File: src/hw/rtl/bbe_pkg.sv
`timescale 1ns / 1ps
`default_nettype none
// ----------------------------------------------------------------------------
// bbe_pkg
// Shared types, widths and codes of the B-spline basis evaluator.
// ----------------------------------------------------------------------------
package bbe_pkg;

    localparam int KNOT_W        = 32;
    localparam int FRAC_BITS     = 16;
    localparam int BASIS_W       = 17;
    localparam logic [16:0] ONE  = 17'h10000;
    localparam int MAX_KNOTS_DEF = 32;
    localparam int MAX_DEGREE    = 3;
    localparam int MAX_RESULTS   = 31;
    localparam int IDX_W         = 5;
    localparam int BASIS_DEPTH   = 32;
    localparam int X_W           = 34;   // clamped sample
    localparam int DIST_W        = 35;   // sample minus knot
    localparam int MAG_W         = 34;
    localparam int DEN_W         = 33;   // knot span
    localparam int DVS_W         = 32;   // positive span magnitude
    localparam int PROD_W        = 51;
    localparam int SUM_W         = 53;

    localparam logic OP_LOAD = 1'b0;
    localparam logic OP_EVAL = 1'b1;

    localparam logic [1:0] CFG_DEGREE = 2'd0;
    localparam logic [1:0] CFG_COUNT  = 2'd1;
    localparam logic [1:0] CFG_TOL    = 2'd2;

    localparam logic [2:0] KSEL_ZERO = 3'd0;
    localparam logic [2:0] KSEL_LAST = 3'd1;
    localparam logic [2:0] KSEL_I    = 3'd2;
    localparam logic [2:0] KSEL_IP   = 3'd3;
    localparam logic [2:0] KSEL_I1   = 3'd4;
    localparam logic [2:0] KSEL_IP1  = 3'd5;

    localparam logic BSEL_I  = 1'b0;
    localparam logic BSEL_I1 = 1'b1;

    typedef struct packed {
        logic             knot_we;
        logic             eval_start;
        logic [2:0]       ksel;
        logic             bsel;
        logic [IDX_W-1:0] i;
        logic [1:0]       p;
        logic             side;
        logic             cap_ka;
        logic             cap_kb;
        logic             cap_kc;
        logic             cap_ba;
        logic             cap_bb;
        logic             clamp;
        logic             pre;
        logic             mul;
        logic             div_start;
        logic             acc;
        logic             sum_clr;
        logic             wr_ind;
        logic             wr_sum;
        logic             emit;
        logic             emit_nob;
    } bbe_cmd_t;

    typedef struct packed {
        logic       nb_zero;
        logic       last_i;
        logic [1:0] deg;
        logic       den_l_ok;
        logic       den_r_ok;
        logic       div_done;
    } bbe_sts_t;

endpackage
`default_nettype wire

File: src/hw/rtl/bbe_ctrl.sv
`timescale 1ns / 1ps
`default_nettype none
// ----------------------------------------------------------------------------
// bbe_ctrl
// Sequencer: knot load, no-basis result, clamp, degree-zero pass, recursion levels, result output.
// ----------------------------------------------------------------------------
module bbe_ctrl (
    input  wire logic              clk,
    input  wire logic              rst_n,
    input  wire logic              start,
    input  wire logic              opcode,
    input  wire bbe_pkg::bbe_sts_t sts,
    output bbe_pkg::bbe_cmd_t      cmd,
    output logic                   busy
);

    localparam logic [4:0] S_IDLE = 5'd0;
    localparam logic [4:0] S_NOB  = 5'd1;
    localparam logic [4:0] S_EK0  = 5'd2;
    localparam logic [4:0] S_EKL  = 5'd3;
    localparam logic [4:0] S_ECL  = 5'd4;
    localparam logic [4:0] S_Z0   = 5'd5;
    localparam logic [4:0] S_Z1   = 5'd6;
    localparam logic [4:0] S_Z2   = 5'd7;
    localparam logic [4:0] S_R0   = 5'd8;
    localparam logic [4:0] S_R1   = 5'd9;
    localparam logic [4:0] S_R2   = 5'd10;
    localparam logic [4:0] S_R3   = 5'd11;
    localparam logic [4:0] S_R4   = 5'd12;
    localparam logic [4:0] S_DEC  = 5'd13;
    localparam logic [4:0] S_MUL  = 5'd14;
    localparam logic [4:0] S_DVS  = 5'd15;
    localparam logic [4:0] S_DVW  = 5'd16;
    localparam logic [4:0] S_WR   = 5'd17;
    localparam logic [4:0] S_O0   = 5'd18;
    localparam logic [4:0] S_O1   = 5'd19;

    logic [4:0] state_reg, state_next;
    logic [4:0] i_reg, i_next;
    logic [1:0] p_reg, p_next;
    logic       side_reg, side_next;

    always_ff @(posedge clk or negedge rst_n)
    begin
        if (!rst_n)
        begin
            state_reg <= S_IDLE;
            i_reg     <= '0;
            p_reg     <= '0;
            side_reg  <= 1'b0;
        end
        else
        begin
            state_reg <= state_next;
            i_reg     <= i_next;
            p_reg     <= p_next;
            side_reg  <= side_next;
        end
    end

    always_comb
    begin
        state_next = state_reg;
        i_next     = i_reg;
        p_next     = p_reg;
        side_next  = side_reg;
        cmd        = '0;
        cmd.i      = i_reg;
        cmd.p      = p_reg;
        cmd.side   = side_reg;
        cmd.ksel   = bbe_pkg::KSEL_I;
        cmd.bsel   = bbe_pkg::BSEL_I;
        case (state_reg)
            S_IDLE:
            begin
                if (start)
                begin
                    if (opcode == bbe_pkg::OP_EVAL)
                    begin
                        cmd.eval_start = 1'b1;
                        state_next     = sts.nb_zero ? S_NOB : S_EK0;
                    end
                    else
                    begin
                        cmd.knot_we = 1'b1;
                    end
                end
            end
            S_NOB:
            begin
                cmd.emit_nob = 1'b1;
                state_next   = S_IDLE;
            end
            S_EK0:
            begin
                cmd.ksel   = bbe_pkg::KSEL_ZERO;
                state_next = S_EKL;
            end
            S_EKL:
            begin
                cmd.ksel   = bbe_pkg::KSEL_LAST;
                cmd.cap_ka = 1'b1;
                state_next = S_ECL;
            end
            S_ECL:
            begin
                cmd.clamp  = 1'b1;
                i_next     = '0;
                state_next = S_Z0;
            end
            S_Z0:
            begin
                state_next = S_Z1;
            end
            S_Z1:
            begin
                cmd.ksel   = bbe_pkg::KSEL_I1;
                cmd.cap_ka = 1'b1;
                state_next = S_Z2;
            end
            S_Z2:
            begin
                cmd.wr_ind = 1'b1;
                if (sts.last_i)
                begin
                    i_next = '0;
                    if (sts.deg == 2'd0)
                    begin
                        state_next = S_O0;
                    end
                    else
                    begin
                        p_next     = 2'd1;
                        state_next = S_R0;
                    end
                end
                else
                begin
                    i_next     = i_reg + 5'd1;
                    state_next = S_Z0;
                end
            end
            S_R0:
            begin
                cmd.sum_clr = 1'b1;
                state_next  = S_R1;
            end
            S_R1:
            begin
                cmd.ksel   = bbe_pkg::KSEL_IP;
                cmd.cap_ka = 1'b1;
                cmd.cap_ba = 1'b1;
                state_next = S_R2;
            end
            S_R2:
            begin
                cmd.ksel   = bbe_pkg::KSEL_I1;
                cmd.bsel   = bbe_pkg::BSEL_I1;
                cmd.cap_kb = 1'b1;
                state_next = S_R3;
            end
            S_R3:
            begin
                cmd.ksel   = bbe_pkg::KSEL_IP1;
                cmd.cap_kc = 1'b1;
                cmd.cap_bb = 1'b1;
                state_next = S_R4;
            end
            S_R4:
            begin
                cmd.pre    = 1'b1;
                side_next  = 1'b0;
                state_next = S_DEC;
            end
            S_DEC:
            begin
                if (sts.den_l_ok)
                begin
                    state_next = S_MUL;
                end
                else if (!sts.last_i && sts.den_r_ok)
                begin
                    side_next  = 1'b1;
                    state_next = S_MUL;
                end
                else
                begin
                    state_next = S_WR;
                end
            end
            S_MUL:
            begin
                cmd.mul    = 1'b1;
                state_next = S_DVS;
            end
            S_DVS:
            begin
                cmd.div_start = 1'b1;
                state_next    = S_DVW;
            end
            S_DVW:
            begin
                cmd.acc = 1'b1;
                if (sts.div_done)
                begin
                    if (!side_reg && !sts.last_i && sts.den_r_ok)
                    begin
                        side_next  = 1'b1;
                        state_next = S_MUL;
                    end
                    else
                    begin
                        state_next = S_WR;
                    end
                end
            end
            S_WR:
            begin
                cmd.wr_sum = 1'b1;
                if (sts.last_i)
                begin
                    i_next = '0;
                    if (p_reg == sts.deg)
                    begin
                        state_next = S_O0;
                    end
                    else
                    begin
                        p_next     = p_reg + 2'd1;
                        state_next = S_R0;
                    end
                end
                else
                begin
                    i_next     = i_reg + 5'd1;
                    state_next = S_R0;
                end
            end
            S_O0:
            begin
                state_next = S_O1;
            end
            S_O1:
            begin
                cmd.emit = 1'b1;
                if (sts.last_i)
                begin
                    state_next = S_IDLE;
                end
                else
                begin
                    i_next     = i_reg + 5'd1;
                    state_next = S_O0;
                end
            end
            default:
            begin
                state_next = S_IDLE;
            end
        endcase
    end

    assign busy = (state_reg != S_IDLE);

endmodule
`default_nettype wire

File: config.mk
export PLATFORM = sky130hd
export DESIGN_NAME = bbe_ctrl
export DESIGN_NICKNAME = d
export VERILOG_FILES = /design/src/hw/rtl/bbe_pkg.sv /design/src/hw/rtl/bbe_ctrl.sv
export SDC_FILE = /design/constraint.sdc
export NUM_CORES = 1
export LEC_CHECK = 0
export BUFFER_PORTS_ARGS = -buffer_cell sky130_fd_sc_hd__buf_2
export CAP_MARGIN = 20
export CORE_MARGIN = 5
export CORE_UTILIZATION = 53
export CTS_CLUSTER_SIZE = 25
export DETAILED_ROUTE_END_ITERATION = 10
export GPL_TIMING_DRIVEN = 0
export PLACE_DENSITY = 0.81
export SLEW_MARGIN = 20
export SYNTH_ARGS = -nofsm -noshare
export SYNTH_HDL_FRONTEND = slang
export SYNTH_SLANG_ARGS = --single-unit
File: constraint.sdc
create_clock -name clk -period 2.29 [get_ports clk]
set_input_delay 0.229 -clock clk [delete_from_list [all_inputs] [get_ports clk]]
set_output_delay 0.229 -clock clk [all_outputs]
set_load 0.02 [all_outputs]
==> results of run 1 <==
## power by group
part           leakage [nW]  total, mW  switching (mW)  internal [mW]
Combinational         0.543      0.456           0.295          0.161
Sequential            0.168      0.265          0.0134          0.252
Clock                0.0177      0.145          0.0798         0.0649
## worst paths after layout
| path | startpoint | to | cells past startpoint |
|---|---|---|---|
| max | state_reg[3]$_DFFE_PN0P_ | cmd[23] | 6 |
| min | sts[0] | state_reg[4]$_DFFE_PN0P_ | 2 |
| min in group asynchronous | rst_n | i_reg[4]$_DFFE_PN0P_ | 2 |
| min reg2reg | i_reg[0]$_DFFE_PN0P_ | i_reg[0]$_DFFE_PN0P_ | 1 |
| max in group asynchronous | rst_n | state_reg[4]$_DFFE_PN0P_ | 2 |
| max reg2reg | state_reg[4]$_DFFE_PN0P_ | state_reg[4]$_DFFE_PN0P_ | 6 |
## cells in the final DEF, fill, tap and decap left out, types with 2 or more instances in the layout
cell type,count
a21oi_1,4
o21ai_1,2
a31oi_1,2
clkbuf_4,3
xor2_1,2
nor4_1,3
nor3_2,2
or3b_1,2
a211o_1,2
xnor2_1,3
nor2b_1,4
buf_2,48
or3_1,2
o21ai_0,12
nand2_1,18
nand3_1,6
inv_1,8
nand2b_1,5
o22ai_1,2
dfrtp_1,13
nor3b_2,2
buf_4,4
nor3_1,4
nor2_1,26
## layer usage
metal	track usage	routed length, um	vias up	part of all wire
met5	0	0	-	0
met4	0.09603	54	0	0.015
met3	0.04072	284	6	0.081
met2	0.3458	1587	61	0.45
met1	0.2899	1596	625	0.45
li1	-	-	665	-
## repair_timing
item | in CTS | in global routing
hold buffers | 1 | 0
setup endpoints to repair | 0 | 0
hold endpoints to repair | 13 | 0
## stage by stage
step	utilization	std cells	instance area, um2	total power, mW
2_1_floorplan	-	161	1187	0.5881
3_3_place_gp	0.6557	229	1423	0.7064
4_1_cts	0.6730	234	1460	0.8655
6_report	0.6730	234	1460	0.8656
3_5_place_dp	0.6557	229	1423	0.7190
5_1_grt	0.6730	234	1460	0.9227
## logic make-up (layout without fill, tap and decap cells)
group	count (synthesis)	in the layout	share of synthesized area
AOI/OAI and AO/OA	40	40	0.2371
xor gates and xnor gates	5	5	0.03689
adders and majority gates	1	1	0.01054
buffers and inverters	21	66	0.08746
DFF	13	13	0.2740
and+or+nand+nor	81	81	0.3541
## cell usage after synthesis, drive strengths merged, types with 3 or more instances
cell type / number
xnor2: 3
nor3: 6
nor4: 3
nor2: 26
buf: 12
nand2b: 5
nor3b: 3
nand2: 18
inv: 9
dfrtp: 13
nand3: 6
nor2b: 4
a21oi: 4
o21ai: 14
## area by class of cell
cell class	count	area (um2)	share of cell area
Multi-Input combinational cell	127	758.2	0.5193
Buffer	12	70.07	0.04799
Sequential cell	13	325.3	0.2228
Clock inverter	1	5.005	0.003428
Timing Repair Buffer	41	210.2	0.1440
Inverter	9	33.78	0.02314
Clock buffer	3	22.52	0.01542
Tap cell	28	35.03	0.02399
==> flow_summary.toml, run 1 <==
[critical_path]
end_kind = "output pin"
crit_fanout = 10
crit_slowest_cell = "dfrtp_1"
crit_family = "buffers and inverters"
r2r_setup_slack_ns = 0.54
start_kind = "flop"
cp.buffers_inverters = 4
cp_cell_sequence = "buf_2 > buf_2 > nand3_1 > nor2_1 > buf_4 > buf_2"
cp_common_cell = "buf_2"
crit_type = "reg2out"
critPathRequiredTime_ns = 2.06
arrival_ns = 1.90
max_stage_delay_ns = 0.41

[floorplan]
ios = 41
dieArea_um2 = 3287
die_w_um = 57.33
initial_core_util = 0.5473
fp-row-count = 17
die_y_um = 57.33
core_region_area_um2 = 2170

[clock_tree]
cts_root_buffer = "clkbuf_4"
cts_tree = "done"
cts_resized = 0
clk_pin_slew_ns = 0.08
cts_max_path_buffers = 2
cts_max_level = 1
postCtsSetupBuffers = 0
clk_latency_ns = 0.28
cts.sinks = 13
cts_buffers = 3

[sta]
hold_violations = 0
fin_crit_sh = 0.9307
slew-limit-headroom = 0.7351
layout_setup_ws_ns = 0.1586
period_needed_ns = 2.131
worst_slew_pin_slew_ns = 0.3956
setup_viol = 0
final-max-slew-violation-count = 0
holdWs_ns = 0.1871
finalSetupTns_ns = 0
fmax_ghz = 0.4692
clock_skew_ns = 0.004417
rsz0062_at_grt = "no"

[run]
maxCapViolCount = 0

[detailed_routing]
viasPerCell = 5.799
drt-total-wl_um = 3523
postRouteAntennaNets = 0
num_vias = 1357
firstDrtPassIters = 4
post_drt_wl_per_cell_um = 15.06
drc_errors = 0
drt_iter0_drc = 60

[global_routing]
grt_use_total = 0.2184
overflow = 0
grt_max_degree = 14
first_global_vias = 1251
antenna_found_initial = 0
grt_pass1_wl_um = 5713

[power_and_ir_drop]
power-per-cell-area_nw_per_um2 = 592.8
peakVddDrop_uv = 461.6
power_leakage_nw = 0.7290

[final_layout]
fin_nets = 219
diodes = 0
fillers = 203
drive_above_1_share = 0.3058
synthToLayoutAreaGrowth_pct = 22.97

[logic_synthesis]
async_flop_share = 1.000
synth_edf_count = 0
synth_top_cell_by_area = "dfrtp_1"
synthTopCellsByArea = "dfrtp_1, nor2_1, nand2_1"
syn-num-nets = 173
yosysWarnings = 0
netlist_instances = 161
synth_top_area_frac = 0.2740
synth_area_per_cell_um2 = 7.375
ys_seq_area_frac = 0.2740
netlist_area_um2 = 1187
ys_ff_latch = 13
ys.flop_type = "dfrtp_1"
synth.distinct_cells = 48

[placement]
place_congestion = 0.8878
numPortBuffers = 40
dpl.hpwl_um = 2761
post-place-ws_ns = 0.4824

[hold_path]
worst_hold_path_type = "in2reg"

[run_status]
status = "finished clean"
No activity file was read; power rests on OpenSTA's default activity.
==> run 2, diff against run 1 <==
--- a/config.mk
+++ b/config.mk
@@ -5,6 +5,7 @@
 export SDC_FILE = /design/constraint.sdc
 export NUM_CORES = 1
 export LEC_CHECK = 0
+export ABC_AREA = 1
 export BUFFER_PORTS_ARGS = -buffer_cell sky130_fd_sc_hd__buf_2
 export CAP_MARGIN = 20
 export CORE_MARGIN = 5
==> run 2 against run 1 <==
  * Die area fell by 0.87%
  * Clock power is essentially flat
  * Critical path type unchanged
  * Sequential share of layout area grew 0.19 points
  * First-iteration DRC count is 25% lower
  * Register-to-register slack improved by 0.26 ns
  * Count of clock-buffer cells in the layout did not move
==> flow_summary.toml, run 2 <==
[global_routing]
overflow = 0
first_global_vias = 1227
grt_use_total = 0.1921
antenna_found_initial = 0
grt_max_degree = 14
grt_pass1_wl_um = 5050

[sta]
setup_viol = 0
clock_skew_ns = 0.001538
fin_crit_sh = 0.8813
worst_slew_pin_slew_ns = 0.3463
final-max-slew-violation-count = 0
slew-limit-headroom = 0.7682
fmax_ghz = 0.4955
rsz0062_at_grt = "no"
period_needed_ns = 2.018
finalSetupTns_ns = 0
layout_setup_ws_ns = 0.2719
hold_violations = 0

[critical_path]
crit_fanout = 5
arrival_ns = 1.79
crit_type = "reg2out"
end_kind = "output pin"
r2r_start = "state_reg[2]$_DFFE_PN0P_"
worstRegToRegCells = 8
start_kind = "flop"
rr_endpoint = "state_reg[4]$_DFFE_PN0P_"
critPathRequiredTime_ns = 2.06
r2r_setup_slack_ns = 0.80

[logic_synthesis]
yosysWarnings = 0
synth_most_common_cell = "nand2_1"
ys.flop_type = "dfrtp_1"
synthTopCellsByCount = "nand2_1, inv_1, nor2_1"
synthTopCellsByArea = "dfrtp_1, nand2_1, inv_1"
synth_edf_count = 0
synth.distinct_cells = 24
async_flop_share = 1.000
ys_seq_area_frac = 0.2769
ys_ff_latch = 13
netlist_area_um2 = 1175
syn-num-nets = 210
synth_top_cell_by_area = "dfrtp_1"
netlist_instances = 198
synth_area_per_cell_um2 = 5.934
synth_top_area_frac = 0.2769

[detailed_routing]
viasPerCell = 4.926
firstDrtPassIters = 4
drc_errors = 0
postRouteAntennaNets = 0
drt-total-wl_um = 2929
post_drt_wl_per_cell_um = 10.81
drt_iter0_drc = 45
num_vias = 1335

[floorplan]
fp-row-count = 17
ios = 41
dieArea_um2 = 3258
die_y_um = 57.08
die_w_um = 57.08
core_region_area_um2 = 2170
initial_core_util = 0.5415

[clock_tree]
clk_pin_slew_ns = 0.08
clk_latency_ns = 0.28
postCtsSetupBuffers = 0
cts_buffers = 3
cts_root_buffer = "clkbuf_4"
cts_resized = 0
cts_max_level = 1
cts.sinks = 13
cts_max_path_buffers = 2
cts_tree = "done"

[hold_path]
hold_depth = 4
hold_path.startpoint = "sts[0]"
worst_hold_path_type = "in2reg"
hold_end = "state_reg[4]$_DFFE_PN0P_"

[final_layout]
synthToLayoutAreaGrowth_pct = 23.22
final_cell_mix = "nand2_1, buf_2, inv_1, nor2_1, nand3_1"
fin_nets = 256
stdcell_count = 271
final_common_cell = "nand2_1"
diodes = 0
drive_above_1_share = 0.2551

[placement]
post-place-ws_ns = 0.5978
dpl.hpwl_um = 2462
place_congestion = 0.8578
place_inst = 266
numPortBuffers = 40

[run]
maxCapViolCount = 0

[run_status]
status = "finished clean"

[power_and_ir_drop]
power-per-cell-area_nw_per_um2 = 797.7
power_leakage_nw = 0.9467
peakVddDrop_uv = 478.8
-- run 2: how the worst max path moves through the flow --
stage / from / end / depth (start not counted)
detailed placement: state_reg[4]$_DFFE_PN0P_ / cmd[25] / 8
CTS: state_reg[4]$_DFFE_PN0P_ / cmd[25] / 8
finish: state_reg[4]$_DFFE_PN0P_ / cmd[25] / 8
global placement: state_reg[4]$_DFFE_PN0P_ / cmd[25] / 8
global route: state_reg[4]$_DFFE_PN0P_ / cmd[25] / 8
floorplan: state_reg[0]$_DFFE_PN0P_ / cmd[25] / 5
-- run 2: timing repair --
action                     CTS  global route
setup endpoints to repair    0             0
hold buffers                 1             0
hold endpoints to repair    13             0
-- run 2: cell families after synthesis --
kind of cell	count (synthesis)	synth area share
flip-flops	13	0.2769
adder cells (fa/ha/maj)	1	0.01065
XOR/XNOR	3	0.02237
AND/OR/NAND/NOR	125	0.4739
AO/OA/AOI/OAI	17	0.08200
buffers and inverters	39	0.1342
-- run 2: stage by stage --
step	util	power (mW)	hold slack [ns]	area (um2)
2_1_floorplan	-	0.8280	-0.06659	1175
4_1_cts	0.6672	1.166	0.2454	1448
5_1_grt	0.6672	1.270	0.2824	1448
3_5_place_dp	0.6499	1.014	0.1382	1410
3_3_place_gp	0.6499	1.011	0.1370	1410
6_report	0.6672	1.155	0.2489	1448
-- run 2: worst max-delay path, stage by stage (launching register included) --
cell     delay [ns]
dfrtp_1        0.43
inv_1          0.15
nand2_1        0.07
nor2_1         0.24
inv_1          0.13
nor2_1         0.17
inv_1          0.06
o31ai_1        0.05
buf_2          0.19
-- run 2: cell type report --
| type | instances | area (um2) |
|---|---|---|
| timing repair buffer | 41 | 210.2 |
| multi-input combinational | 146 | 691.9 |
| sequential | 13 | 325.3 |
| clock inverter | 1 | 5.005 |
| fill | 238 | 721.9 |
| inverter | 36 | 135.1 |
| clock buffer | 3 | 22.52 |
| tap | 28 | 35.03 |
| buffer | 3 | 22.52 |
-- run 2: power breakdown --
group | internal (mW) | total (mW) | switching, mW
Combinational | 0.210 | 0.668 | 0.458
Clock | 0.0649 | 0.147 | 0.0820
Sequential | 0.277 | 0.340 | 0.0627
-- run 2: metal layers --
| metal | up-vias | part of all wire | track usage |
|---|---|---|---|
| met5 | - | 0 | 0 |
| met4 | 0 | 0.0048 | 0.04305 |
| met3 | 2 | 0.043 | 0.05430 |
| met2 | 24 | 0.49 | 0.3246 |
| met1 | 610 | 0.46 | 0.2431 |
| li1 | 699 | - | - |
