===== src/hw/rtl/bbe_pkg.sv =====
`timescale 1ns / 1ps
`default_nettype none
// ----------------------------------------------------------------------------
// bbe_pkg
// Shared types, widths and codes of the B-spline basis evaluator.
// ----------------------------------------------------------------------------
package bbe_pkg;

    localparam int KNOT_W        = 32;
    localparam int FRAC_BITS     = 16;
    localparam int BASIS_W       = 17;
    localparam logic [16:0] ONE  = 17'h10000;
    localparam int MAX_KNOTS_DEF = 32;
    localparam int MAX_DEGREE    = 3;
    localparam int MAX_RESULTS   = 31;
    localparam int IDX_W         = 5;
    localparam int BASIS_DEPTH   = 32;
    localparam int X_W           = 34;   // clamped sample
    localparam int DIST_W        = 35;   // sample minus knot
    localparam int MAG_W         = 34;
    localparam int DEN_W         = 33;   // knot span
    localparam int DVS_W         = 32;   // positive span magnitude
    localparam int PROD_W        = 51;
    localparam int SUM_W         = 53;

    localparam logic OP_LOAD = 1'b0;
    localparam logic OP_EVAL = 1'b1;

    localparam logic [1:0] CFG_DEGREE = 2'd0;
    localparam logic [1:0] CFG_COUNT  = 2'd1;
    localparam logic [1:0] CFG_TOL    = 2'd2;

    localparam logic [2:0] KSEL_ZERO = 3'd0;
    localparam logic [2:0] KSEL_LAST = 3'd1;
    localparam logic [2:0] KSEL_I    = 3'd2;
    localparam logic [2:0] KSEL_IP   = 3'd3;
    localparam logic [2:0] KSEL_I1   = 3'd4;
    localparam logic [2:0] KSEL_IP1  = 3'd5;

    localparam logic BSEL_I  = 1'b0;
    localparam logic BSEL_I1 = 1'b1;

    typedef struct packed {
        logic             knot_we;
        logic             eval_start;
        logic [2:0]       ksel;
        logic             bsel;
        logic [IDX_W-1:0] i;
        logic [1:0]       p;
        logic             side;
        logic             cap_ka;
        logic             cap_kb;
        logic             cap_kc;
        logic             cap_ba;
        logic             cap_bb;
        logic             clamp;
        logic             pre;
        logic             mul;
        logic             div_start;
        logic             acc;
        logic             sum_clr;
        logic             wr_ind;
        logic             wr_sum;
        logic             emit;
        logic             emit_nob;
    } bbe_cmd_t;

    typedef struct packed {
        logic       nb_zero;
        logic       last_i;
        logic [1:0] deg;
        logic       den_l_ok;
        logic       den_r_ok;
        logic       div_done;
    } bbe_sts_t;

endpackage
`default_nettype wire


===== src/hw/rtl/bbe_ram.sv =====
`timescale 1ns / 1ps
`default_nettype none
// ----------------------------------------------------------------------------
// bbe_ram
// Generic one-write one-read RAM with registered read data.
// ----------------------------------------------------------------------------
module bbe_ram #(
    parameter int WIDTH = 32,
    parameter int DEPTH = 32,
    localparam int AW = (DEPTH > 1) ? $clog2(DEPTH) : 1
) (
    input  wire logic             clk,
    input  wire logic             we,
    input  wire logic [AW-1:0]    waddr,
    input  wire logic [WIDTH-1:0] wdata,
    input  wire logic [AW-1:0]    raddr,
    output logic      [WIDTH-1:0] rdata
);

    logic [WIDTH-1:0] mem_reg [DEPTH];
    logic [WIDTH-1:0] rdata_reg;

    always_ff @(posedge clk)
    begin
        if (we)
        begin
            mem_reg[waddr] <= wdata;
        end
        rdata_reg <= mem_reg[raddr];
    end

    assign rdata = rdata_reg;

endmodule
`default_nettype wire


===== src/hw/rtl/bbe_div.sv =====
`timescale 1ns / 1ps
`default_nettype none
// ----------------------------------------------------------------------------
// bbe_div
// Restoring unsigned divider, one quotient bit per cycle.
// ----------------------------------------------------------------------------
module bbe_div (
    input  wire logic                      clk,
    input  wire logic                      rst_n,
    input  wire logic                      start,
    input  wire logic [bbe_pkg::PROD_W-1:0] dividend,
    input  wire logic [bbe_pkg::DVS_W-1:0]  divisor,
    output logic      [bbe_pkg::PROD_W-1:0] quotient,
    output logic                           done
);

    localparam int CW = $clog2(bbe_pkg::PROD_W);
    localparam logic [CW-1:0] LAST_CNT = CW'(bbe_pkg::PROD_W - 1);

    logic [bbe_pkg::PROD_W-1:0] quo_reg;
    logic [bbe_pkg::DVS_W-1:0]  rem_reg;
    logic [CW-1:0]              cnt_reg;
    logic                       run_reg;
    logic                       done_reg;
    logic [bbe_pkg::DVS_W:0]    shifted;
    logic [bbe_pkg::DVS_W:0]    diff;

    assign shifted = {rem_reg, quo_reg[bbe_pkg::PROD_W-1]};
    assign diff    = shifted - {1'b0, divisor};

    always_ff @(posedge clk or negedge rst_n)
    begin
        if (!rst_n)
        begin
            run_reg  <= 1'b0;
            done_reg <= 1'b0;
            cnt_reg  <= '0;
        end
        else
        begin
            done_reg <= 1'b0;
            if (start)
            begin
                run_reg <= 1'b1;
                cnt_reg <= '0;
            end
            else if (run_reg)
            begin
                cnt_reg <= cnt_reg + 1'b1;
                if (cnt_reg == LAST_CNT)
                begin
                    run_reg  <= 1'b0;
                    done_reg <= 1'b1;
                end
            end
        end
    end

    always_ff @(posedge clk)
    begin
        if (start)
        begin
            quo_reg <= dividend;
            rem_reg <= '0;
        end
        else if (run_reg)
        begin
            // subtract when the shifted remainder covers the divisor
            if (!diff[bbe_pkg::DVS_W])
            begin
                rem_reg <= diff[bbe_pkg::DVS_W-1:0];
                quo_reg <= {quo_reg[bbe_pkg::PROD_W-2:0], 1'b1};
            end
            else
            begin
                rem_reg <= shifted[bbe_pkg::DVS_W-1:0];
                quo_reg <= {quo_reg[bbe_pkg::PROD_W-2:0], 1'b0};
            end
        end
    end

    assign quotient = quo_reg;
    assign done     = done_reg;

endmodule
`default_nettype wire


===== src/hw/rtl/bbe_datapath.sv =====
`timescale 1ns / 1ps
`default_nettype none
// ----------------------------------------------------------------------------
// bbe_datapath
// Knot and basis memories, clamp, indicator, term product, divider, sum.
// ----------------------------------------------------------------------------
module bbe_datapath #(
    parameter int MAX_KNOTS = bbe_pkg::MAX_KNOTS_DEF
) (
    input  wire logic                        clk,
    input  wire logic                        rst_n,
    input  wire bbe_pkg::bbe_cmd_t           cmd,
    output bbe_pkg::bbe_sts_t                sts,
    input  wire logic [4:0]                  knot_index,
    input  wire logic signed [31:0]          knot_value,
    input  wire logic signed [31:0]          sample_x,
    input  wire logic [1:0]                  cfg_degree,
    input  wire logic [5:0]                  cfg_count,
    input  wire logic [7:0]                  cfg_tol,
    output logic                             result_valid,
    output logic [4:0]                       basis_index,
    output logic [16:0]                      basis_value,
    output logic                             no_basis,
    output logic                             last
);

    localparam int KA_W = (MAX_KNOTS > 1) ? $clog2(MAX_KNOTS) : 1;
    localparam int BA_W = $clog2(bbe_pkg::BASIS_DEPTH);

    // ---- configuration derived values
    logic [6:0]        count_ext;
    logic [6:0]        n_knots;
    logic [1:0]        deg;
    logic signed [7:0] nb_s;
    logic [4:0]        nb_cap;
    logic              last_i;

    assign count_ext = {1'b0, cfg_count};
    assign n_knots   = (count_ext > 7'(MAX_KNOTS)) ? 7'(MAX_KNOTS) : count_ext;
    assign deg       = ({1'b0, cfg_degree} > 3'(bbe_pkg::MAX_DEGREE))
                       ? 2'(bbe_pkg::MAX_DEGREE) : cfg_degree;
    assign nb_s      = $signed({1'b0, n_knots}) - $signed({6'b0, deg}) - 8'sd1;
    assign nb_cap    = (nb_s > 8'sd31) ? 5'd31 : nb_s[4:0];
    assign last_i    = (cmd.i == (nb_cap - 5'd1));

    // ---- knot table
    logic [6:0]        kaddr;
    logic [6:0]        kidx_ext;
    logic              knot_wen;
    logic [31:0]       knot_rdata;
    logic signed [31:0] krd;

    always_comb
    begin
        case (cmd.ksel)
            bbe_pkg::KSEL_ZERO: kaddr = 7'd0;
            bbe_pkg::KSEL_LAST: kaddr = n_knots - 7'd1;
            bbe_pkg::KSEL_I:    kaddr = {2'b0, cmd.i};
            bbe_pkg::KSEL_IP:   kaddr = {2'b0, cmd.i} + {5'b0, cmd.p};
            bbe_pkg::KSEL_I1:   kaddr = {2'b0, cmd.i} + 7'd1;
            bbe_pkg::KSEL_IP1:  kaddr = {2'b0, cmd.i} + {5'b0, cmd.p} + 7'd1;
            default:            kaddr = 7'd0;
        endcase
    end

    assign kidx_ext = {2'b0, knot_index};
    assign knot_wen = cmd.knot_we && (kidx_ext < 7'(MAX_KNOTS));
    assign krd      = $signed(knot_rdata);

    bbe_ram #(
        .WIDTH (bbe_pkg::KNOT_W),
        .DEPTH (MAX_KNOTS)
    ) u_knot_ram (
        .clk   (clk),
        .we    (knot_wen),
        .waddr (kidx_ext[KA_W-1:0]),
        .wdata (knot_value),
        .raddr (kaddr[KA_W-1:0]),
        .rdata (knot_rdata)
    );

    // ---- working registers
    logic [31:0]        x_raw_reg;
    logic signed [33:0] x_reg;
    logic signed [31:0] right_reg;
    logic signed [31:0] ka_reg;
    logic signed [31:0] kb_reg;
    logic signed [31:0] kc_reg;
    logic [16:0]        ba_reg;
    logic [16:0]        bb_reg;
    logic signed [34:0] dist_l_reg;
    logic signed [34:0] dist_r_reg;
    logic signed [32:0] den_l_reg;
    logic signed [32:0] den_r_reg;
    logic [50:0]        prod_reg;
    logic               neg_reg;
    logic [31:0]        dvs_reg;
    logic signed [52:0] sum_reg;

    // ---- clamp
    logic signed [33:0] xs;
    logic signed [33:0] left34;
    logic signed [33:0] right34;
    logic signed [33:0] rlim;
    logic signed [33:0] x1;
    logic signed [33:0] x2;

    assign xs      = $signed({{2{x_raw_reg[31]}}, x_raw_reg});
    assign left34  = 34'(ka_reg);
    assign right34 = 34'(krd);
    assign rlim    = right34 - $signed({26'b0, cfg_tol});
    assign x1      = (xs < left34) ? left34 : xs;
    assign x2      = (x1 > rlim) ? rlim : x1;

    // ---- degree zero indicator
    logic signed [34:0] x35;
    logic signed [34:0] dend;
    logic signed [34:0] tol35;
    logic               ind_on;

    assign x35    = 35'(x_reg);
    assign dend   = x35 - 35'(right_reg);
    assign tol35  = $signed({27'b0, cfg_tol});
    assign ind_on = ((x_reg >= 34'(ka_reg)) && (x_reg < 34'(krd)))
                    || (last_i && (dend <= tol35) && (dend >= -tol35));

    // ---- term setup and product
    logic signed [32:0] tol33;
    logic signed [34:0] dist_sel;
    logic [34:0]        mag35;
    logic [16:0]        bsel_val;
    logic [50:0]        prod_w;

    assign tol33    = $signed({25'b0, cfg_tol});
    assign dist_sel = cmd.side ? dist_r_reg : dist_l_reg;
    assign mag35    = dist_sel[34] ? 35'(-dist_sel) : 35'(dist_sel);
    assign bsel_val = cmd.side ? bb_reg : ba_reg;
    assign prod_w   = {17'b0, mag35[33:0]} * {34'b0, bsel_val};

    // ---- divider and accumulate
    logic [50:0]        quo;
    logic               div_done;
    logic signed [52:0] term;
    logic [16:0]        sat_val;

    bbe_div u_div (
        .clk      (clk),
        .rst_n    (rst_n),
        .start    (cmd.div_start),
        .dividend (prod_reg),
        .divisor  (dvs_reg),
        .quotient (quo),
        .done     (div_done)
    );

    assign term    = neg_reg ? -$signed({2'b0, quo}) : $signed({2'b0, quo});
    assign sat_val = sum_reg[52] ? 17'd0
                   : ((sum_reg > $signed({36'b0, bbe_pkg::ONE})) ? bbe_pkg::ONE
                                                               : sum_reg[16:0]);

    always_ff @(posedge clk)
    begin
        if (cmd.eval_start) x_raw_reg <= sample_x;
        if (cmd.cap_ka)     ka_reg    <= krd;
        if (cmd.cap_kb)     kb_reg    <= krd;
        if (cmd.cap_kc)     kc_reg    <= krd;
        if (cmd.clamp)
        begin
            x_reg     <= x2;
            right_reg <= krd;
        end
        if (cmd.pre)
        begin
            dist_l_reg <= x35 - 35'(ka_reg);
            den_l_reg  <= 33'(kb_reg) - 33'(ka_reg);
            dist_r_reg <= 35'(krd) - x35;
            den_r_reg  <= 33'(krd) - 33'(kc_reg);
        end
        if (cmd.mul)
        begin
            prod_reg <= prod_w;
            neg_reg  <= dist_sel[34];
            dvs_reg  <= cmd.side ? den_r_reg[31:0] : den_l_reg[31:0];
        end
        if (cmd.sum_clr)
            sum_reg <= '0;
        else if (cmd.acc && div_done)
            sum_reg <= sum_reg + term;
    end

    // ---- basis store
    logic [16:0] basis_rdata;
    logic [4:0]  baddr;
    logic [16:0] bwdata;

    assign baddr  = (cmd.bsel == bbe_pkg::BSEL_I1) ? (cmd.i + 5'd1) : cmd.i;
    assign bwdata = cmd.wr_ind ? (ind_on ? bbe_pkg::ONE : 17'd0) : sat_val;

    always_ff @(posedge clk)
    begin
        if (cmd.cap_ba) ba_reg <= basis_rdata;
        if (cmd.cap_bb) bb_reg <= basis_rdata;
    end

    bbe_ram #(
        .WIDTH (bbe_pkg::BASIS_W),
        .DEPTH (bbe_pkg::BASIS_DEPTH)
    ) u_basis_ram (
        .clk   (clk),
        .we    (cmd.wr_ind | cmd.wr_sum),
        .waddr (cmd.i[BA_W-1:0]),
        .wdata (bwdata),
        .raddr (baddr[BA_W-1:0]),
        .rdata (basis_rdata)
    );

    // ---- result registers
    logic        rv_reg;
    logic [4:0]  ridx_reg;
    logic [16:0] rval_reg;
    logic        rnob_reg;
    logic        rlast_reg;

    always_ff @(posedge clk or negedge rst_n)
    begin
        if (!rst_n)
            rv_reg <= 1'b0;
        else
            rv_reg <= cmd.emit | cmd.emit_nob;
    end

    always_ff @(posedge clk)
    begin
        if (cmd.emit)
        begin
            ridx_reg  <= cmd.i;
            rval_reg  <= basis_rdata;
            rnob_reg  <= 1'b0;
            rlast_reg <= last_i;
        end
        else if (cmd.emit_nob)
        begin
            ridx_reg  <= 5'd0;
            rval_reg  <= 17'd0;
            rnob_reg  <= 1'b1;
            rlast_reg <= 1'b1;
        end
    end

    assign result_valid = rv_reg;
    assign basis_index  = ridx_reg;
    assign basis_value  = rval_reg;
    assign no_basis     = rnob_reg;
    assign last         = rlast_reg;

    // ---- status
    assign sts.nb_zero  = nb_s[7] || (nb_s == 8'sd0);
    assign sts.last_i   = last_i;
    assign sts.deg      = deg;
    assign sts.den_l_ok = den_l_reg > tol33;
    assign sts.den_r_ok = den_r_reg > tol33;
    assign sts.div_done = div_done;

endmodule
`default_nettype wire


===== config.mk =====
export PLATFORM = sky130hd
export DESIGN_NAME = bbe_datapath
export DESIGN_NICKNAME = d
export VERILOG_FILES = /design/src/hw/rtl/bbe_pkg.sv /design/src/hw/rtl/bbe_ram.sv /design/src/hw/rtl/bbe_div.sv /design/src/hw/rtl/bbe_datapath.sv
export SDC_FILE = /design/constraint.sdc
export NUM_CORES = 2
export LEC_CHECK = 0
export ABC_CLOCK_PERIOD_IN_PS = 20700
export BUFFER_PORTS_ARGS = -buffer_cell sky130_fd_sc_hd__buf_2
export CAP_MARGIN = 10
export CORE_MARGIN = 2
export CORE_UTILIZATION = 33
export DETAILED_ROUTE_END_ITERATION = 6
export PLACE_DENSITY = 0.52
export SYNTH_ARGS = -nofsm -noshare
export SYNTH_HDL_FRONTEND = slang
export SYNTH_SLANG_ARGS = --single-unit

===== constraint.sdc =====
create_clock -name clk -period 20.7 [get_ports clk]
set_input_delay 4.14 -clock clk [delete_from_list [all_inputs] [get_ports clk]]
set_output_delay 4.14 -clock clk [all_outputs]
set_load 0.01 [all_outputs]

==> results by group <==
Status
  – Status: complete, no violations

Clock tree
  – Clk sinks: 2233
  – H-Tree Depth: 5
  – Post-CTS Setup Inserts: 0
  – Clk_lat worst skew: 0.94 ns
  – TritonCTS Buffers: 264
  – Post-CTS sizing: 0
  – Post-cts hold buffer count: 0
  – CTS Buffer Depth: 4
  – CTS tree: yes
  – Clk root buf: clkbuf_16
  – Clock-pin transition on the worst setup and hold timing paths: 0.06 ns

Setup path
  – Crit path max-delay family: adder cells
  – Crit end category: flop
  – Critical Path AT: 14.38 ns
  – WP buf/inv: 5
  – Crit path max fanout: 35
  – Worst reg-to-reg path cell count: 31
  – Slowest CP cell: xor2_1
  – Worst stage delay on the critical path: 0.80 ns
  – R2R setup slack: 10.05 ns
  – Worst endpoint required time: 21.29 ns
  – Reg2reg start: dist_l_reg[0]$_DFFE_PP_
  – RR Endpoint: prod_reg[49]$_DFFE_PP_
  – Most used cell, CP: fa_1
  – Critical path startpoint category: primary input
  – Critical path class: primary input to flop

Global routing
  – First-pass GRT wire length: 514 mm
  – Overflow after GRT: 0
  – Vias in the first global route: slightly below 80000
  – Initial antenna violation count: 37
  – Gr usage total: 0.183
  – Largest net degree at the start of global routing: 216

STA
  – Actual slew at the worst max-slew pin: between 1 and 1.5 ns
  – Slew HR: 0.0926
  – Final hold vios: 0
  – Final Critical Period: 13.79 ns
  – Tcrit/Tclk final: 0.666
  – Fmax: roughly 73 MHz
  – Final slew viol count: 0
  – RSZ-0062 raised after global routing: false
  – Worst Skew: 0.104 ns
  – Sum Neg Setup Slack: 0 ns
  – Setup-failing EPs final: 0

Detailed routing
  – Vias/cell: 5.22
  – Top Layer Used: met5
  – Metal3 WL: 21.3 mm
  – Via count: 78300
  – DRT Pass-1 Iters: 6
  – Per-cell routed wire length: about 23 microns
  – DRC Markers: 0
  – Final antenna-violating net count: 0
  – Iteration-0 DRC Markers: 6727
  – M1 wire length: 154 mm
  – Post-Route WL: 349 mm
  – Routed wl met2: 164 mm

Synth
  – Top cell type's share of synthesized area: 0.517
  – Dominant cell type by area after synthesis: edfxtp_1
  – Synth Flop Type: edfxtp_1
  – Most numerous cell in the Yosys netlist: edfxtp_1
  – Yosys cell types: 95
  – Synthesized area: 0.121 sq mm
  – Synth Area per Inst: 12.4 sq um
  – Top post-synthesis cells by area: edfxtp_1 52%, fa_1 8.1%, ha_1 5.4%, nand2_1 3.5%, mux4_2 3.2%
  – Synth warn: 0
  – Post-Synthesis Cells: 9804
  – Ys async rst share: 0.00403
  – #FFs+latches synth: 2233
  – Post-synthesis sequential area ratio: 0.541
  – Mapped Nets: 10900
  – Post-synth EDFFs: 2089
  – Post-synth top cells: 2089 x edfxtp_1, 1123 x nand2_1, 864 x inv_1, 565 x nor2_1, 522 x ha_1

Floorplanning
  – Width of the die: 610 microns
  – DIE AREA: 0.373 sq mm
  – Num rows: ~220
  – Die height: 610 microns
  – Ports: 148
  – CORE AREA: 0.366 sq mm
  – Initial Util: 0.332

Worst hold path
  – Min-Delay Path Depth: 2
  – Hold Path Class: flop to flop
  – Hold EP: sum_reg[51]$_SDFFE_PP0P_
  – Worst hold path startpoint: sum_reg[51]$_SDFFE_PP0P_

Cells and area
  – Layout overhead on the synthesized area: 13.1%
  – Share of post-route cells with drive strength above 1: 0.112
  – # nets final: 11100
  – Fillers: 34700
  – Max reg flops: 1024

Place
  – DP Wirelength: about 230 mm
  – Gpl congestion: just over 0.9
  – PortBufs: 147

Job
  – MaxCap Viol Count: 0
-- cells by family (layout without fill, tap and decap cells) --
group,count (synthesis),in the layout,share of synthesized area
and+or+nand+nor,2597,2597,0.0987
DFF,2233,2233,0.541
AOI/OAI and AO/OA,1854,1854,0.103
buffers and inverters,1295,1661,0.0407
adders and majority gates,1011,1011,0.134
xor gates and xnor gates,412,412,0.0298
muxes,402,402,0.0520
other,0,15,0
-- worst max path at each step --
| stage | start | to | depth (start not counted) |
|---|---|---|---|
| floorplan | cmd[15] | prod_reg[49]$_DFFE_PP_ | 41 |
| global placement | cmd[15] | prod_reg[49]$_DFFE_PP_ | 30 |
| detailed placement | cmd[15] | prod_reg[49]$_DFFE_PP_ | 32 |
| CTS | cmd[15] | prod_reg[49]$_DFFE_PP_ | 32 |
| global route | cmd[15] | prod_reg[49]$_DFFE_PP_ | 32 |
| finish | cmd[15] | prod_reg[49]$_DFFE_PP_ | 32 |
-- per-layer routing --
metal | GRT usage | vias up
li1 | - | 35900
met1 | 0.249 | 39700
met2 | 0.301 | 2136
met3 | 0.0329 | 493
met4 | 0.0474 | 28
met5 | 0 | -
-- layout by cell type, fill, tap and decap left out, types with 91 or more instances in the layout --
| master | netlist | final |
|---|---|---|
| and2_1 | 315 | 314 |
| nand2_1 | 1123 | 1122 |
| a211oi_1 | 414 | 413 |
| edfxtp_1 | 2089 | 2089 |
| o21ai_0 | 195 | 195 |
| dfxtp_1 | 135 | 135 |
| clkbuf_16 | 0 | 269 |
| a21oi_1 | 440 | 437 |
| inv_1 | 864 | 864 |
| buf_2 | 14 | 142 |
| xnor2_1 | 282 | 278 |
| nor2_1 | 565 | 500 |
| fa_1 | 489 | 489 |
| a21o_1 | 180 | 180 |
| ha_1 | 522 | 522 |
| a31oi_1 | 154 | 154 |
| nor3_1 | 91 | 91 |
| buf_4 | 7 | 174 |
| a311oi_1 | 131 | 131 |
| mux4_2 | 170 | 170 |
| xor2_1 | 129 | 126 |
| mux2_2 | 120 | 120 |
| mux2i_1 | 109 | 101 |
-- area by class of cell --
cell class                      count  area [sq um]  share of cell area
Inverter                          864          3240              0.0236
Clock buffer                      328          7030              0.0512
Multi-Input combinational cell   6276         51400               0.374
Clock inverter                    139          1640              0.0120
Antenna cell                       15          37.5            0.000273
Timing Repair Buffer              330          2300              0.0167
Tap cell                         4816          6030              0.0439
Sequential cell                  2233         65700               0.478
-- metrics by stage --
step | util | std cells | hold WS [ns] | cell area [sq um] | setup slack [ns]
2_1_floorplan | - | 9804 | 0.418 | 121000 | 6.62
3_3_place_gp | 0.351 | 14500 | 0.446 | 128000 | 6.29
3_5_place_dp | 0.351 | 14500 | 0.468 | 128000 | 6.15
4_1_cts | 0.375 | 15000 | 0.475 | 137000 | 7.05
5_1_grt | 0.375 | 15000 | 0.495 | 137000 | 6.32
6_report | 0.375 | 15000 | 0.473 | 137000 | 6.91
-- worst reg2reg max path: cells and delay by family, from the launching register on --
family | cells | cell delay [ns]
AND/OR/NAND/NOR | 7 | 1.89
multiplexers | 1 | 0.41
flip-flops | 1 | 0.58
XOR/XNOR | 2 | 0.95
adder cells (fa/ha/maj) | 8 | 3.75
buffers and inverters | 4 | 0.64
AO/OA/AOI/OAI | 9 | 2.13
Power is left out: the tool's default activity adds up to more than one toggle a clock period on the data nets, which glitch-free logic cannot reach.
